### src/sfr_pkg.sv
// ----------------------------------------------------------------------------
// sfr_pkg
// Types and constants shared by the stuffed frame receiver modules.
// ----------------------------------------------------------------------------
package sfr_pkg;

	localparam int unsigned BYTE_W    = 8;
	localparam int unsigned LEN_W     = 13;
	localparam int unsigned STATUS_W  = 2;
	localparam int unsigned CFG_IDX_W = 3;

	localparam int unsigned MAX_PAYLOAD_DEF = 4096;

	// Configuration register indexes.
	localparam logic [CFG_IDX_W-1:0] REG_FLAG        = 3'd0;
	localparam logic [CFG_IDX_W-1:0] REG_ESCAPE      = 3'd1;
	localparam logic [CFG_IDX_W-1:0] REG_STUFF_FLAG  = 3'd2;
	localparam logic [CFG_IDX_W-1:0] REG_STUFF_ESC   = 3'd3;
	localparam logic [CFG_IDX_W-1:0] REG_ADDRESS     = 3'd4;
	localparam logic [CFG_IDX_W-1:0] REG_INFO_SEQ0   = 3'd5;
	localparam logic [CFG_IDX_W-1:0] REG_INFO_SEQ1   = 3'd6;

	// Reset values of the configuration registers.
	localparam logic [BYTE_W-1:0] FLAG_RST       = 8'h7E;
	localparam logic [BYTE_W-1:0] ESCAPE_RST     = 8'h7D;
	localparam logic [BYTE_W-1:0] STUFF_FLAG_RST = 8'h5E;
	localparam logic [BYTE_W-1:0] STUFF_ESC_RST  = 8'h5D;
	localparam logic [BYTE_W-1:0] ADDRESS_RST    = 8'h03;
	localparam logic [BYTE_W-1:0] INFO_SEQ0_RST  = 8'h00;
	localparam logic [BYTE_W-1:0] INFO_SEQ1_RST  = 8'h40;

	// Verdict codes.
	localparam logic [STATUS_W-1:0] STAT_NEW      = 2'd0;
	localparam logic [STATUS_W-1:0] STAT_DUP      = 2'd1;
	localparam logic [STATUS_W-1:0] STAT_CHECK    = 2'd2;
	localparam logic [STATUS_W-1:0] STAT_BAD_ESC  = 2'd3;

	// Result kinds.
	localparam logic KIND_DATA    = 1'b0;
	localparam logic KIND_VERDICT = 1'b1;

	typedef struct packed {
		logic [BYTE_W-1:0] flag_code;
		logic [BYTE_W-1:0] escape_code;
		logic [BYTE_W-1:0] stuffed_flag_code;
		logic [BYTE_W-1:0] stuffed_escape_code;
		logic [BYTE_W-1:0] address_code;
		logic [BYTE_W-1:0] info_seq0_code;
		logic [BYTE_W-1:0] info_seq1_code;
	} cfg_t;

	typedef struct packed {
		logic                result_kind;
		logic [BYTE_W-1:0]   data_byte;
		logic [STATUS_W-1:0] frame_status;
		logic [LEN_W-1:0]    payload_length;
		logic                frame_seq;
		logic                send_reply;
		logic                reply_is_reject;
		logic                reply_seq;
	} res_t;

	typedef enum logic [5:0] {
		ST_HUNT = 6'b000001,
		ST_FLAG = 6'b000010,
		ST_ADDR = 6'b000100,
		ST_CTRL = 6'b001000,
		ST_DATA = 6'b010000,
		ST_ESC  = 6'b100000
	} parse_state_t;

endpackage

### src/sfr_cfg_regs.sv
// ----------------------------------------------------------------------------
// sfr_cfg_regs
// Configuration register file written through the valid/ready write port.
// ----------------------------------------------------------------------------
module sfr_cfg_regs
	import sfr_pkg::*;
(
	input  logic                 clk,
	input  logic                 arst_n,
	input  logic                 cfg_valid,
	input  logic [CFG_IDX_W-1:0] cfg_index,
	input  logic [BYTE_W-1:0]    cfg_data,
	output cfg_t                 cfg
);

	cfg_t cfg_q;

	always_ff @(posedge clk or negedge arst_n) begin
		if (!arst_n) begin
			cfg_q.flag_code           <= FLAG_RST;
			cfg_q.escape_code         <= ESCAPE_RST;
			cfg_q.stuffed_flag_code   <= STUFF_FLAG_RST;
			cfg_q.stuffed_escape_code <= STUFF_ESC_RST;
			cfg_q.address_code        <= ADDRESS_RST;
			cfg_q.info_seq0_code      <= INFO_SEQ0_RST;
			cfg_q.info_seq1_code      <= INFO_SEQ1_RST;
		end else if (cfg_valid) begin
			unique case (cfg_index)
				REG_FLAG:       cfg_q.flag_code           <= cfg_data;
				REG_ESCAPE:     cfg_q.escape_code         <= cfg_data;
				REG_STUFF_FLAG: cfg_q.stuffed_flag_code   <= cfg_data;
				REG_STUFF_ESC:  cfg_q.stuffed_escape_code <= cfg_data;
				REG_ADDRESS:    cfg_q.address_code        <= cfg_data;
				REG_INFO_SEQ0:  cfg_q.info_seq0_code      <= cfg_data;
				REG_INFO_SEQ1:  cfg_q.info_seq1_code      <= cfg_data;
				default: begin
					// Writes to unused indexes are dropped.
				end
			endcase
		end
	end

	assign cfg = cfg_q;

endmodule

### src/sfr_parser.sv
// ----------------------------------------------------------------------------
// sfr_parser
// Input register and frame parser: header match, destuffing, data check,
// one-byte-late payload emission and end-of-frame verdict.
// ----------------------------------------------------------------------------
module sfr_parser
	import sfr_pkg::*;
#(
	parameter int unsigned MAX_PAYLOAD = MAX_PAYLOAD_DEF
) (
	input  logic              clk,
	input  logic              arst_n,
	input  cfg_t              cfg,
	input  logic              in_valid,
	output logic              in_stall,
	input  logic [BYTE_W-1:0] rx_byte,
	input  logic              out_free,
	output logic              res_valid,
	output res_t              res
);

	localparam int unsigned CNT_W = $clog2(MAX_PAYLOAD + 2);
	localparam logic [CNT_W-1:0] CNT_SAT = CNT_W'(MAX_PAYLOAD + 1);

	logic              valid_s1;
	logic [BYTE_W-1:0] byte_s1;
	logic              advance;

	parse_state_t      state_q, state_d;
	logic              fseq_q, fseq_d;
	logic              exp_seq_q, exp_seq_d;
	logic [BYTE_W-1:0] check_q, check_d;
	logic [BYTE_W-1:0] held_q, held_d;
	logic              held_valid_q, held_valid_d;
	logic [CNT_W-1:0]  count_q, count_d;

	logic              take;
	logic [BYTE_W-1:0] take_byte;
	logic [BYTE_W-1:0] ctrl_code;
	logic [CNT_W-1:0]  len_full;
	logic              has_res;
	res_t              res_d;

	assign advance  = valid_s1 && out_free;
	assign in_stall = valid_s1 && !out_free;

	always_ff @(posedge clk or negedge arst_n) begin
		if (!arst_n) begin
			valid_s1 <= 1'b0;
		end else if (!in_stall) begin
			valid_s1 <= in_valid;
		end
	end

	always_ff @(posedge clk) begin
		if (in_valid && !in_stall) begin
			byte_s1 <= rx_byte;
		end
	end

	assign ctrl_code = fseq_q ? cfg.info_seq1_code : cfg.info_seq0_code;
	assign len_full  = (count_q == '0) ? '0 : count_q - CNT_W'(1);

	always_comb begin
		state_d      = state_q;
		fseq_d       = fseq_q;
		exp_seq_d    = exp_seq_q;
		check_d      = check_q;
		held_d       = held_q;
		held_valid_d = held_valid_q;
		count_d      = count_q;
		take         = 1'b0;
		take_byte    = byte_s1;
		has_res      = 1'b0;
		res_d        = '0;

		unique case (state_q)
			ST_HUNT: begin
				if (byte_s1 == cfg.flag_code) begin
					state_d = ST_FLAG;
				end
			end
			ST_FLAG: begin
				if (byte_s1 == cfg.address_code) begin
					state_d = ST_ADDR;
				end else if (byte_s1 != cfg.flag_code) begin
					state_d = ST_HUNT;
				end
			end
			ST_ADDR: begin
				if (byte_s1 == cfg.info_seq0_code) begin
					fseq_d  = 1'b0;
					state_d = ST_CTRL;
				end else if (byte_s1 == cfg.info_seq1_code) begin
					fseq_d  = 1'b1;
					state_d = ST_CTRL;
				end else if (byte_s1 == cfg.flag_code) begin
					state_d = ST_FLAG;
				end else begin
					state_d = ST_HUNT;
				end
			end
			ST_CTRL: begin
				if (byte_s1 == (cfg.address_code ^ ctrl_code)) begin
					state_d      = ST_DATA;
					check_d      = '0;
					held_valid_d = 1'b0;
					held_d       = '0;
					count_d      = '0;
				end else if (byte_s1 == cfg.flag_code) begin
					state_d = ST_FLAG;
				end else begin
					state_d = ST_HUNT;
				end
			end
			ST_DATA: begin
				if (byte_s1 == cfg.flag_code) begin
					// Closing flag: the held byte is the data check byte and is dropped.
					has_res             = 1'b1;
					res_d.result_kind   = KIND_VERDICT;
					res_d.frame_seq     = fseq_q;
					res_d.send_reply    = 1'b1;
					if (check_q == '0) begin
						res_d.reply_seq = ~fseq_q;
						if (fseq_q == exp_seq_q) begin
							res_d.frame_status   = STAT_NEW;
							res_d.payload_length = LEN_W'(len_full);
							exp_seq_d            = ~exp_seq_q;
						end else begin
							res_d.frame_status = STAT_DUP;
						end
					end else begin
						res_d.frame_status    = STAT_CHECK;
						res_d.reply_is_reject = 1'b1;
						res_d.reply_seq       = fseq_q;
					end
					held_valid_d = 1'b0;
					state_d      = ST_HUNT;
				end else if (byte_s1 == cfg.escape_code) begin
					state_d = ST_ESC;
				end else begin
					take = 1'b1;
				end
			end
			ST_ESC: begin
				// The flag meaning wins when both stuffed codes are equal.
				if (byte_s1 == cfg.stuffed_flag_code) begin
					state_d   = ST_DATA;
					take      = 1'b1;
					take_byte = cfg.flag_code;
				end else if (byte_s1 == cfg.stuffed_escape_code) begin
					state_d   = ST_DATA;
					take      = 1'b1;
					take_byte = cfg.escape_code;
				end else begin
					has_res            = 1'b1;
					res_d.result_kind  = KIND_VERDICT;
					res_d.frame_status = STAT_BAD_ESC;
					res_d.frame_seq    = fseq_q;
					held_valid_d       = 1'b0;
					state_d            = ST_HUNT;
				end
			end
			default: begin
				state_d = ST_HUNT;
			end
		endcase

		if (take) begin
			check_d      = check_q ^ take_byte;
			held_d       = take_byte;
			held_valid_d = 1'b1;
			if (count_q < CNT_SAT) begin
				count_d = count_q + CNT_W'(1);
			end
			if (held_valid_q) begin
				has_res           = 1'b1;
				res_d.result_kind = KIND_DATA;
				res_d.data_byte   = held_q;
			end
		end
	end

	always_ff @(posedge clk or negedge arst_n) begin
		if (!arst_n) begin
			state_q      <= ST_HUNT;
			fseq_q       <= 1'b0;
			exp_seq_q    <= 1'b0;
			check_q      <= '0;
			held_q       <= '0;
			held_valid_q <= 1'b0;
			count_q      <= '0;
		end else if (advance) begin
			state_q      <= state_d;
			fseq_q       <= fseq_d;
			exp_seq_q    <= exp_seq_d;
			check_q      <= check_d;
			held_q       <= held_d;
			held_valid_q <= held_valid_d;
			count_q      <= count_d;
		end
	end

	assign res_valid = advance && has_res;
	assign res       = res_d;

endmodule

### src/sfr_out_reg.sv
// ----------------------------------------------------------------------------
// sfr_out_reg
// Result register between the parser and the output channel.
// ----------------------------------------------------------------------------
module sfr_out_reg
	import sfr_pkg::*;
(
	input  logic clk,
	input  logic arst_n,
	input  logic load,
	input  res_t res,
	output logic out_free,
	output logic out_valid,
	input  logic out_stall,
	output res_t out_res
);

	logic valid_q;
	res_t res_q;

	assign out_free = !valid_q || !out_stall;

	always_ff @(posedge clk or negedge arst_n) begin
		if (!arst_n) begin
			valid_q <= 1'b0;
		end else if (load) begin
			valid_q <= 1'b1;
		end else if (!out_stall) begin
			valid_q <= 1'b0;
		end
	end

	always_ff @(posedge clk) begin
		if (load) begin
			res_q <= res;
		end
	end

	assign out_valid = valid_q;
	assign out_res   = res_q;

endmodule

### src/stuffed_frame_receiver_top.sv
// ----------------------------------------------------------------------------
// stuffed_frame_receiver_top
// Stop-and-wait receiver for flag-delimited, byte-stuffed information frames.
// ----------------------------------------------------------------------------
// The receiver takes one raw link byte per item and can take a new item in
// every clock cycle while input stall is low. Each byte passes through an
// input register, is parsed by the frame state machine and, when it yields a
// result, lands in the output register, from which it is presented to the
// consumer. Payload bytes come out one byte late, so the trailing check byte
// is never delivered; the closing flag yields a verdict item with the reply
// to send. Input stall rises only while the output register holds a result
// that the consumer has not taken and the input register is full.
// Configuration writes are always ready and take effect on the next byte.
module stuffed_frame_receiver_top
	import sfr_pkg::*;
#(
	parameter int unsigned MAX_PAYLOAD = MAX_PAYLOAD_DEF
) (
	input  logic                 clk,
	input  logic                 arst_n,
	input  logic                 in_valid,
	output logic                 in_stall,
	input  logic [BYTE_W-1:0]    rx_byte,
	output logic                 out_valid,
	input  logic                 out_stall,
	output logic                 result_kind,
	output logic [BYTE_W-1:0]    data_byte,
	output logic [STATUS_W-1:0]  frame_status,
	output logic [LEN_W-1:0]     payload_length,
	output logic                 frame_seq,
	output logic                 send_reply,
	output logic                 reply_is_reject,
	output logic                 reply_seq,
	input  logic                 cfg_valid,
	output logic                 cfg_ready,
	input  logic [CFG_IDX_W-1:0] cfg_index,
	input  logic [BYTE_W-1:0]    cfg_data
);

	cfg_t cfg;
	res_t res;
	res_t out_res;
	logic res_valid;
	logic out_free;

	assign cfg_ready = 1'b1;

	sfr_cfg_regs u_cfg_regs (
		.clk       (clk),
		.arst_n    (arst_n),
		.cfg_valid (cfg_valid),
		.cfg_index (cfg_index),
		.cfg_data  (cfg_data),
		.cfg       (cfg)
	);

	sfr_parser #(
		.MAX_PAYLOAD (MAX_PAYLOAD)
	) u_parser (
		.clk       (clk),
		.arst_n    (arst_n),
		.cfg       (cfg),
		.in_valid  (in_valid),
		.in_stall  (in_stall),
		.rx_byte   (rx_byte),
		.out_free  (out_free),
		.res_valid (res_valid),
		.res       (res)
	);

	sfr_out_reg u_out_reg (
		.clk       (clk),
		.arst_n    (arst_n),
		.load      (res_valid),
		.res       (res),
		.out_free  (out_free),
		.out_valid (out_valid),
		.out_stall (out_stall),
		.out_res   (out_res)
	);

	assign result_kind     = out_res.result_kind;
	assign data_byte       = out_res.data_byte;
	assign frame_status    = out_res.frame_status;
	assign payload_length  = out_res.payload_length;
	assign frame_seq       = out_res.frame_seq;
	assign send_reply      = out_res.send_reply;
	assign reply_is_reject = out_res.reply_is_reject;
	assign reply_seq       = out_res.reply_seq;

endmodule
### config.mk
export PLATFORM = sky130hd
export DESIGN_NAME = stuffed_frame_receiver_top
export DESIGN_NICKNAME = d
export VERILOG_FILES = /design/src/sfr_pkg.sv /design/src/sfr_cfg_regs.sv /design/src/sfr_parser.sv /design/src/sfr_out_reg.sv /design/src/stuffed_frame_receiver_top.sv
export SDC_FILE = /design/constraint.sdc
export NUM_CORES = 1
export LEC_CHECK = 0
export BUFFER_PORTS_ARGS = -buffer_cell sky130_fd_sc_hd__buf_2
export CORE_MARGIN = 5
export CORE_UTILIZATION = 36
export DETAILED_ROUTE_END_ITERATION = 6
export GPL_TIMING_DRIVEN = 0
export SYNTH_ARGS = -nofsm -noshare
export SYNTH_HDL_FRONTEND = slang
export SYNTH_SLANG_ARGS = --single-unit
### constraint.sdc
create_clock -name clk -period 9.5 [get_ports clk]
set_input_delay 0.95 -clock clk [delete_from_list [all_inputs] [get_ports clk]]
set_output_delay 0.95 -clock clk [all_outputs]
set_load 0.05 [all_outputs]
Yosys cells after proc, flatten, opt, wreduce, memory -nomap -nowiden

Index checks and enable logic that the tools add are counted.

Input bits: 24
Output and inout bits: 31
Flip-flop bits (word level): 132
Word-level logic and storage cells: 158

Eq/ne operators: 30
$add $sub $neg: 2
Bitwise gates (word level): 8
Multiplexer cells: 61
Magnitude comparators: 1
Reductions and logical operators: 31

Operators with widths:

| kind                                                  | count |
|---|---|
| 2-to-1 mux 13 bit                                     | 7 |
| == test 8 bit                                         | 8 |
| 2-to-1 mux 8 bit                                      | 8 |
| 2-to-1 mux 6 bit                                      | 8 |
| case mux 6 bit (6 select lines)                       | 1 |
| 2-to-1 mux 1 bit                                      | 23 |
| 2-to-1 mux 19 bit                                     | 1 |
| 2-to-1 mux 9 bit                                      | 2 |
| AND reduction 2 bit                                   | 9 |
| bitwise XOR 8 bit                                     | 2 |
| adder 13 x 1 -> 13 bit, second input constant         | 1 |
| zero test 13 bit                                      | 1 |
| < comparator 13 bit, second input constant            | 1 |
| subtractor 13 x 1 -> 13 bit, second input constant    | 1 |
| inequality test 3 x 1 -> 1 bit, second input constant | 4 |
| 2-to-1 mux 5 bit                                      | 2 |
| == test 3 bit, second input constant                  | 3 |
| zero test 8 bit                                       | 1 |
| 2-to-1 mux 2 bit                                      | 4 |
| inequality test 8 bit                                 | 1 |
| == test 3 x 2 -> 1 bit, second input constant         | 2 |
| == test 6 x 1 -> 1 bit, second input constant         | 1 |
| == test 6 x 2 -> 1 bit, second input constant         | 1 |
| == test 6 x 3 -> 1 bit, second input constant         | 1 |
| 22 further kinds                                      | 40 |

Logic depth before layout (Yosys ltp)

Depth in word-level cells: 8
Mapped depth: 10
Gate-level depth less buffers: 7

Modules after synthesis

Synthesis repeated with hierarchy kept, for this count alone.

Cell total of the unflattened synthesis: 581
Area total of the unflattened synthesis: 6,772.7 um^2

By module, submodules not included:

| module                     | instances | area an instance (um^2) | seq. area each (um^2) | cells each |
|---|---|---|---|---|
| sfr_parser                 | 1         | 3,706.1                 | 1,217.4               | 422 |
| sfr_cfg_regs               | 1         | 2,178.3                 | 1,432.6               | 126 |
| sfr_out_reg                | 1         | 877.1                   | 865.8                 | 31 |
| stuffed_frame_receiver_top | 1         | 11.3                    | 0.0                   | 2 |

Worst setup path before layout

No wires, ideal clock.

Kind: register to register
From: register u_parser.state_q[1]
To: register u_out_reg.res_q, in the netlist u_out_reg.out_res[0], enable pin
Period minus slack after synthesis: 3,362 ps
Setup slack: 6,138 ps
Required time: 9,087 ps
Cell stages (with the launch flop): 8
Setup time: 413 ps
Arrival time: 2,949 ps
Buffers on the path: 0
Cells stage by stage: dfrtp_1 > nor4_1 > and3b_1 > a21boi_0 > nand2_1 > a21boi_1 > nor2_1 > nor2_1

Longest elaborated chain between the ends: 5
Elaborated cells between the ends (all ways): 7
Classes of those cells: eq/ne: 2; mux: 4; reduce/logical: 1

Ends and longest elaborated chain:

| item                                                    | RTL line                         | text |
|---|---|---|
| start, declared                                         | sfr_parser.sv:29                 | `parse_state_t state_q, state_d;` |
| start signal, assigned                                  | sfr_parser.sv:194                | `state_q <= state_d;` |
| == test 6 bit or == test 6 x 5 -> 1 bit (tied branches) | sfr_parser.sv:77                 | `unique case (state_q)` |
| case mux 1 bit (2 select lines)                         | sfr_parser.sv:77                 |  |
| 2-to-1 mux 1 bit                                        | sfr_parser.sv:176                | `if (held_valid_q) begin` |
| 2-to-1 mux 1 bit *                                      | sfr_parser.sv:169                | `if (take) begin` |
| logical AND 1 bit *                                     | sfr_parser.sv:204                | `assign res_valid = advance && has_res;` |
| named net res_valid                                     | stuffed_frame_receiver_top.sv:43 | `logic res_valid;` |
| end signal, assigned                                    | sfr_out_reg.sv:35                | `res_q <= res;` |
| end, declared                                           | sfr_out_reg.sv:19                | `res_t res_q;` |

Mark *: on every way through the listed nets, which the timed path passes. The rest lies on a longest branch.
A chain may end at the register's enable or synchronous reset.

Final worst setup path

From: register u_parser.fseq_q
To: register u_parser.held_q[6]

Longest elaborated chain between the ends: 5

Ends and longest elaborated chain:

| item                                 | RTL line          | text |
|---|---|---|
| start, declared                      | sfr_parser.sv:30  | `logic fseq_q, fseq_d;` |
| start signal, assigned               | sfr_parser.sv:195 | `fseq_q <= fseq_d;` |
| 2-to-1 mux 8 bit                     | sfr_parser.sv:61  | `assign ctrl_code = fseq_q ? cfg.info_seq1_code : cfg.info_seq0_code;` |
| bitwise XOR 8 bit                    | sfr_parser.sv:104 | `if (byte_s1 == (cfg.address_code ^ ctrl_code)) begin` |
| == test 8 bit                        | sfr_parser.sv:104 |  |
| nonzero test 2 bit (no source line)  | -                 |  |
| AND reduction 3 bit (no source line) | -                 |  |
| end signal, assigned                 | sfr_parser.sv:198 | `held_q <= held_d;` |
| end, declared                        | sfr_parser.sv:33  | `logic [BYTE_W-1:0] held_q, held_d;` |

No other way between the ends.

==> summary.txt <==
Synth
  – Asr flop ratio synth: 72.73%
  – Synthesized area: 6665 sq um
  – Cells after synthesis: 603
  – Synth warn: 0
  – Post-synth cell types: 49
  – Synth top area share: 26.28%
  – Area leader, netlist: dfrtp_1
  – Mapped Nets: 630
  – Top post-synthesis cells by count: dfrtp_1 (70), mux2_2 (44), nor2_1 (42), xnor2_1 (42), xor2_1 (42)
  – Post-synth EDFFs: 36
  – Post-synthesis register bit count: 132
  – Top post-synthesis cells by area: dfrtp_1 (26%), edfxtp_1 (16%), dfstp_2 (10%)
  – Mean Syn Cell Area: 11.05 sq um
  – Sequential element share of the synthesized area: 52.75%
  – Most used flip-flop cell after synthesis: dfrtp_1
  – Most frequent cell after synthesis: dfrtp_1

GRT
  – Largest net degree at the start of global routing: 53
  – Total GRT Usage: 15.31%
  – First-pass GRT wire length: 25.70 mm
  – Number of global-route vias before repair: 4,903
  – Initial antenna violation count: 0
  – Global route total overflow: 0

Detailed routing
  – DR WL/cell: 17.51 microns
  – Iter 0 DRT Violations: 361
  – Routed wire length: 16.06 mm
  – Final ANT Viol Nets: 0
  – Via count: 4,783
  – Drt via density: 5.216
  – DRC viols: 6
  – First drt pass iteration count: 7

Clocking
  – Clk Tree Root Cell: clkbuf_16
  – Reg clk slew, reported paths: 0.06 ns
  – H-tree Lvls: 4
  – CTS Buf Count: 17
  – Post-CTS Resized: 0
  – Clock Latency Late Sink: 0.42 ns
  – Cts hold-fix bufs: 0
  – Post-CTS setup buffer count: 0
  – Longest Clk Path Bufs: 2
  – TritonCTS sink count: 132
  – CTS tree: built

Timing
  – Crit path time final: 3.726 ns
  – Final Worst Setup Slack: 5.774 ns
  – Final period util: 39.22%
  – Setup TNS: 0 ns
  – Slew HR: 26.22%
  – Final Max Tran Viols: 0
  – Measured slew at the worst slew-check pin: 1.104 ns
  – RSZ-0062 raised after global routing: no
  – F_max: 268.4 MHz
  – Hold Vio Cnt, Final: 0
  – Setup Skew: 0.009343 ns
  – Final setup fails: 0

Critical path
  – Required time of the worst setup path: 9.80 ns
  – Crit path arrival time: 4.03 ns
  – CP endpoint kind: flop
  – CP startpoint kind: flop
  – Crit-path max FO: 10
  – CP Class: flop to flop

Floorplanning
  – Width of the chip: 146.1 microns
  – IO Pins: 55
  – Core ar.: 18,090 sq um
  – Die height: 146.1 microns
  – Die area: 21,340 sq um
  – Initial Util: 36.85%
  – Rows: 49

Place
  – Input/output buffers: 51
  – Pre-CTS WS: 5.844 ns
  – Gpl congestion: 0.8474
  – Placed inst area: 7254 sq um
  – Post-DP HPWL: 11.30 mm

Job
  – Max-cap violations: 0

Finish
  – Diode count: 0
  – Area grow syn2layout: 18.62%
  – Layout cells sized above 1: 25.15%
  – Final nets: 702
  – Layout fillers: 1,711
  – Final instance area: 7906 sq um
  – Util after Layout: 43.71%

Power and ir drop
  – Net switching power: 559.2 uW
  – Reg power frac: 41.0%
  – Switching fraction of total power: 28.84%
  – Combinational share of power: 21.8%
  – Leak: 3.298 nW
  – Clock Power Share: 37.2%
  – Max IR drop VDD: 128.2 uV
  – Total power: 1.939 mW
  – Pwr per Cell Area: 245.2 nW/um^2
  – Internal: 1.379 mW

Outcome
  – Outcome: finished with violations
  – Failing checks: DRC

Min path
  – Min-Delay Path Class: flop to flop
critical path, cell delays in order (launching register included):
cell,delay [ns]
dfrtp_1,0.34
clkbuf_1,0.24
buf_1,0.66
mux2i_1,0.29
xnor2_1,0.09
nor4_1,0.53
nand4_1,0.32
nor2_1,0.58
a21oi_1,0.29
a21o_1,0.26
kinds of logic (layout without fill, tap and decap cells):
kind of cell,Yosys count,in the layout,share of synthesized area (%)
AND/OR/NAND/NOR,182,182,14.08
buffers and inverters,64,149,4.167
AO/OA/AOI/OAI,82,82,8.260
flip-flops,132,132,52.75
XOR/XNOR,84,84,11.04
multiplexers,55,55,9.086
adder cells (fa/ha/maj),3,3,0.5632
other,1,1,0.05626
sequential cells by signal (all words and copies together) (netlist names):
name                   flops
u_parser.check_q           8
u_out_reg.out_valid        1
u_out_reg.out_res         28
u_parser.held_valid_q      1
u_parser.exp_seq_q         1
u_cfg_regs.cfg            56
u_parser.byte_s1           8
u_parser.state_q           6
u_parser.count_q          13
u_parser.held_q            8
u_parser.fseq_q            1
u_parser.valid_s1          1
metrics by stage:
stage / hold WS, ns / std cells
floorplan: 0.4414 / 603
global placement: 0.4607 / 883
detailed placement: 0.4696 / 885
CTS: 0.4807 / 917
global route: 0.5058 / 917
finish: 0.4795 / 917
power groups by stage:
| stage | Clock [mW] | Sequential (mW) | Combinational [mW] |
|---|---|---|---|
| after global routing | 0.761 | 0.809 | 0.462 |
| after floorplan | 0 | 0.829 | 0.280 |
| after detailed placement | 0 | 0.805 | 0.419 |
| after CTS | 0.733 | 0.796 | 0.425 |
| after global placement | 0 | 0.798 | 0.403 |
| final | 0.720 | 0.795 | 0.423 |
cell usage in the layout (no fill, tap or decap), types with 4 or more instances in the layout:
| master | n |
|---|---|
| a21o_1 | 8 |
| a21oi_1 | 8 |
| a222oi_1 | 8 |
| and2_1 | 17 |
| buf_2 | 59 |
| bufinv_16 | 5 |
| clkbuf_1 | 19 |
| clkbuf_16 | 17 |
| clkinv_2 | 4 |
| dfrtp_1 | 70 |
| dfstp_2 | 26 |
| edfxtp_1 | 36 |
| inv_1 | 33 |
| mux2_2 | 44 |
| mux2i_1 | 11 |
| nand2_1 | 40 |
| nand3_1 | 11 |
| nand4_1 | 16 |
| nand4b_1 | 4 |
| nor2_1 | 41 |
| nor3_1 | 17 |
| nor3b_1 | 4 |
| nor4_1 | 17 |
| o21ai_0 | 31 |
| o22ai_1 | 10 |
| xnor2_1 | 42 |
| xor2_1 | 42 |
area by class of cell:
class | instances | area, sq um | share of cell area [%]
repair buffers | 53 | 300.3 | 3.798
plain buffers | 31 | 153.9 | 1.947
well taps | 229 | 286.5 | 3.624
inverters | 33 | 123.9 | 1.567
flip-flops and latches | 132 | 3516 | 44.47
clock inverters | 10 | 177.7 | 2.247
multi-input cells | 407 | 2874 | 36.35
clock buffers | 22 | 474.2 | 5.998
layer usage:
layer | share of wire (%) | vias up | routed length, microns | track usage (%)
li1 | - | 2264 | - | -
met3 | 5.2 | 36 | 842 | 4.338
met2 | 47 | 155 | 7593 | 25.38
met1 | 45 | 2328 | 7254 | 19.45
met4 | 2.3 | 0 | 369 | 4.986
met5 | 0 | - | 0 | 0
worst paths after layout:
path / endpoint / cells past startpoint / slack, ns / start
min in group asynchronous: u_cfg_regs.cfg[37] / 1 / 0.53 / arst_n
max in group asynchronous: u_parser.state_q[0] / 2 / 8.24 / arst_n
hold / removal: u_parser.check_q[7] / 1 / 0.48 / u_parser.check_q[7]
setup / recovery: u_parser.held_q[6] / 9 / 5.77 / u_parser.fseq_q
hold reg to reg: u_parser.check_q[7] / 1 / 0.48 / u_parser.check_q[7]
setup reg to reg: u_parser.held_q[6] / 9 / 5.77 / u_parser.fseq_q
(Power assumes the default switching activity.)
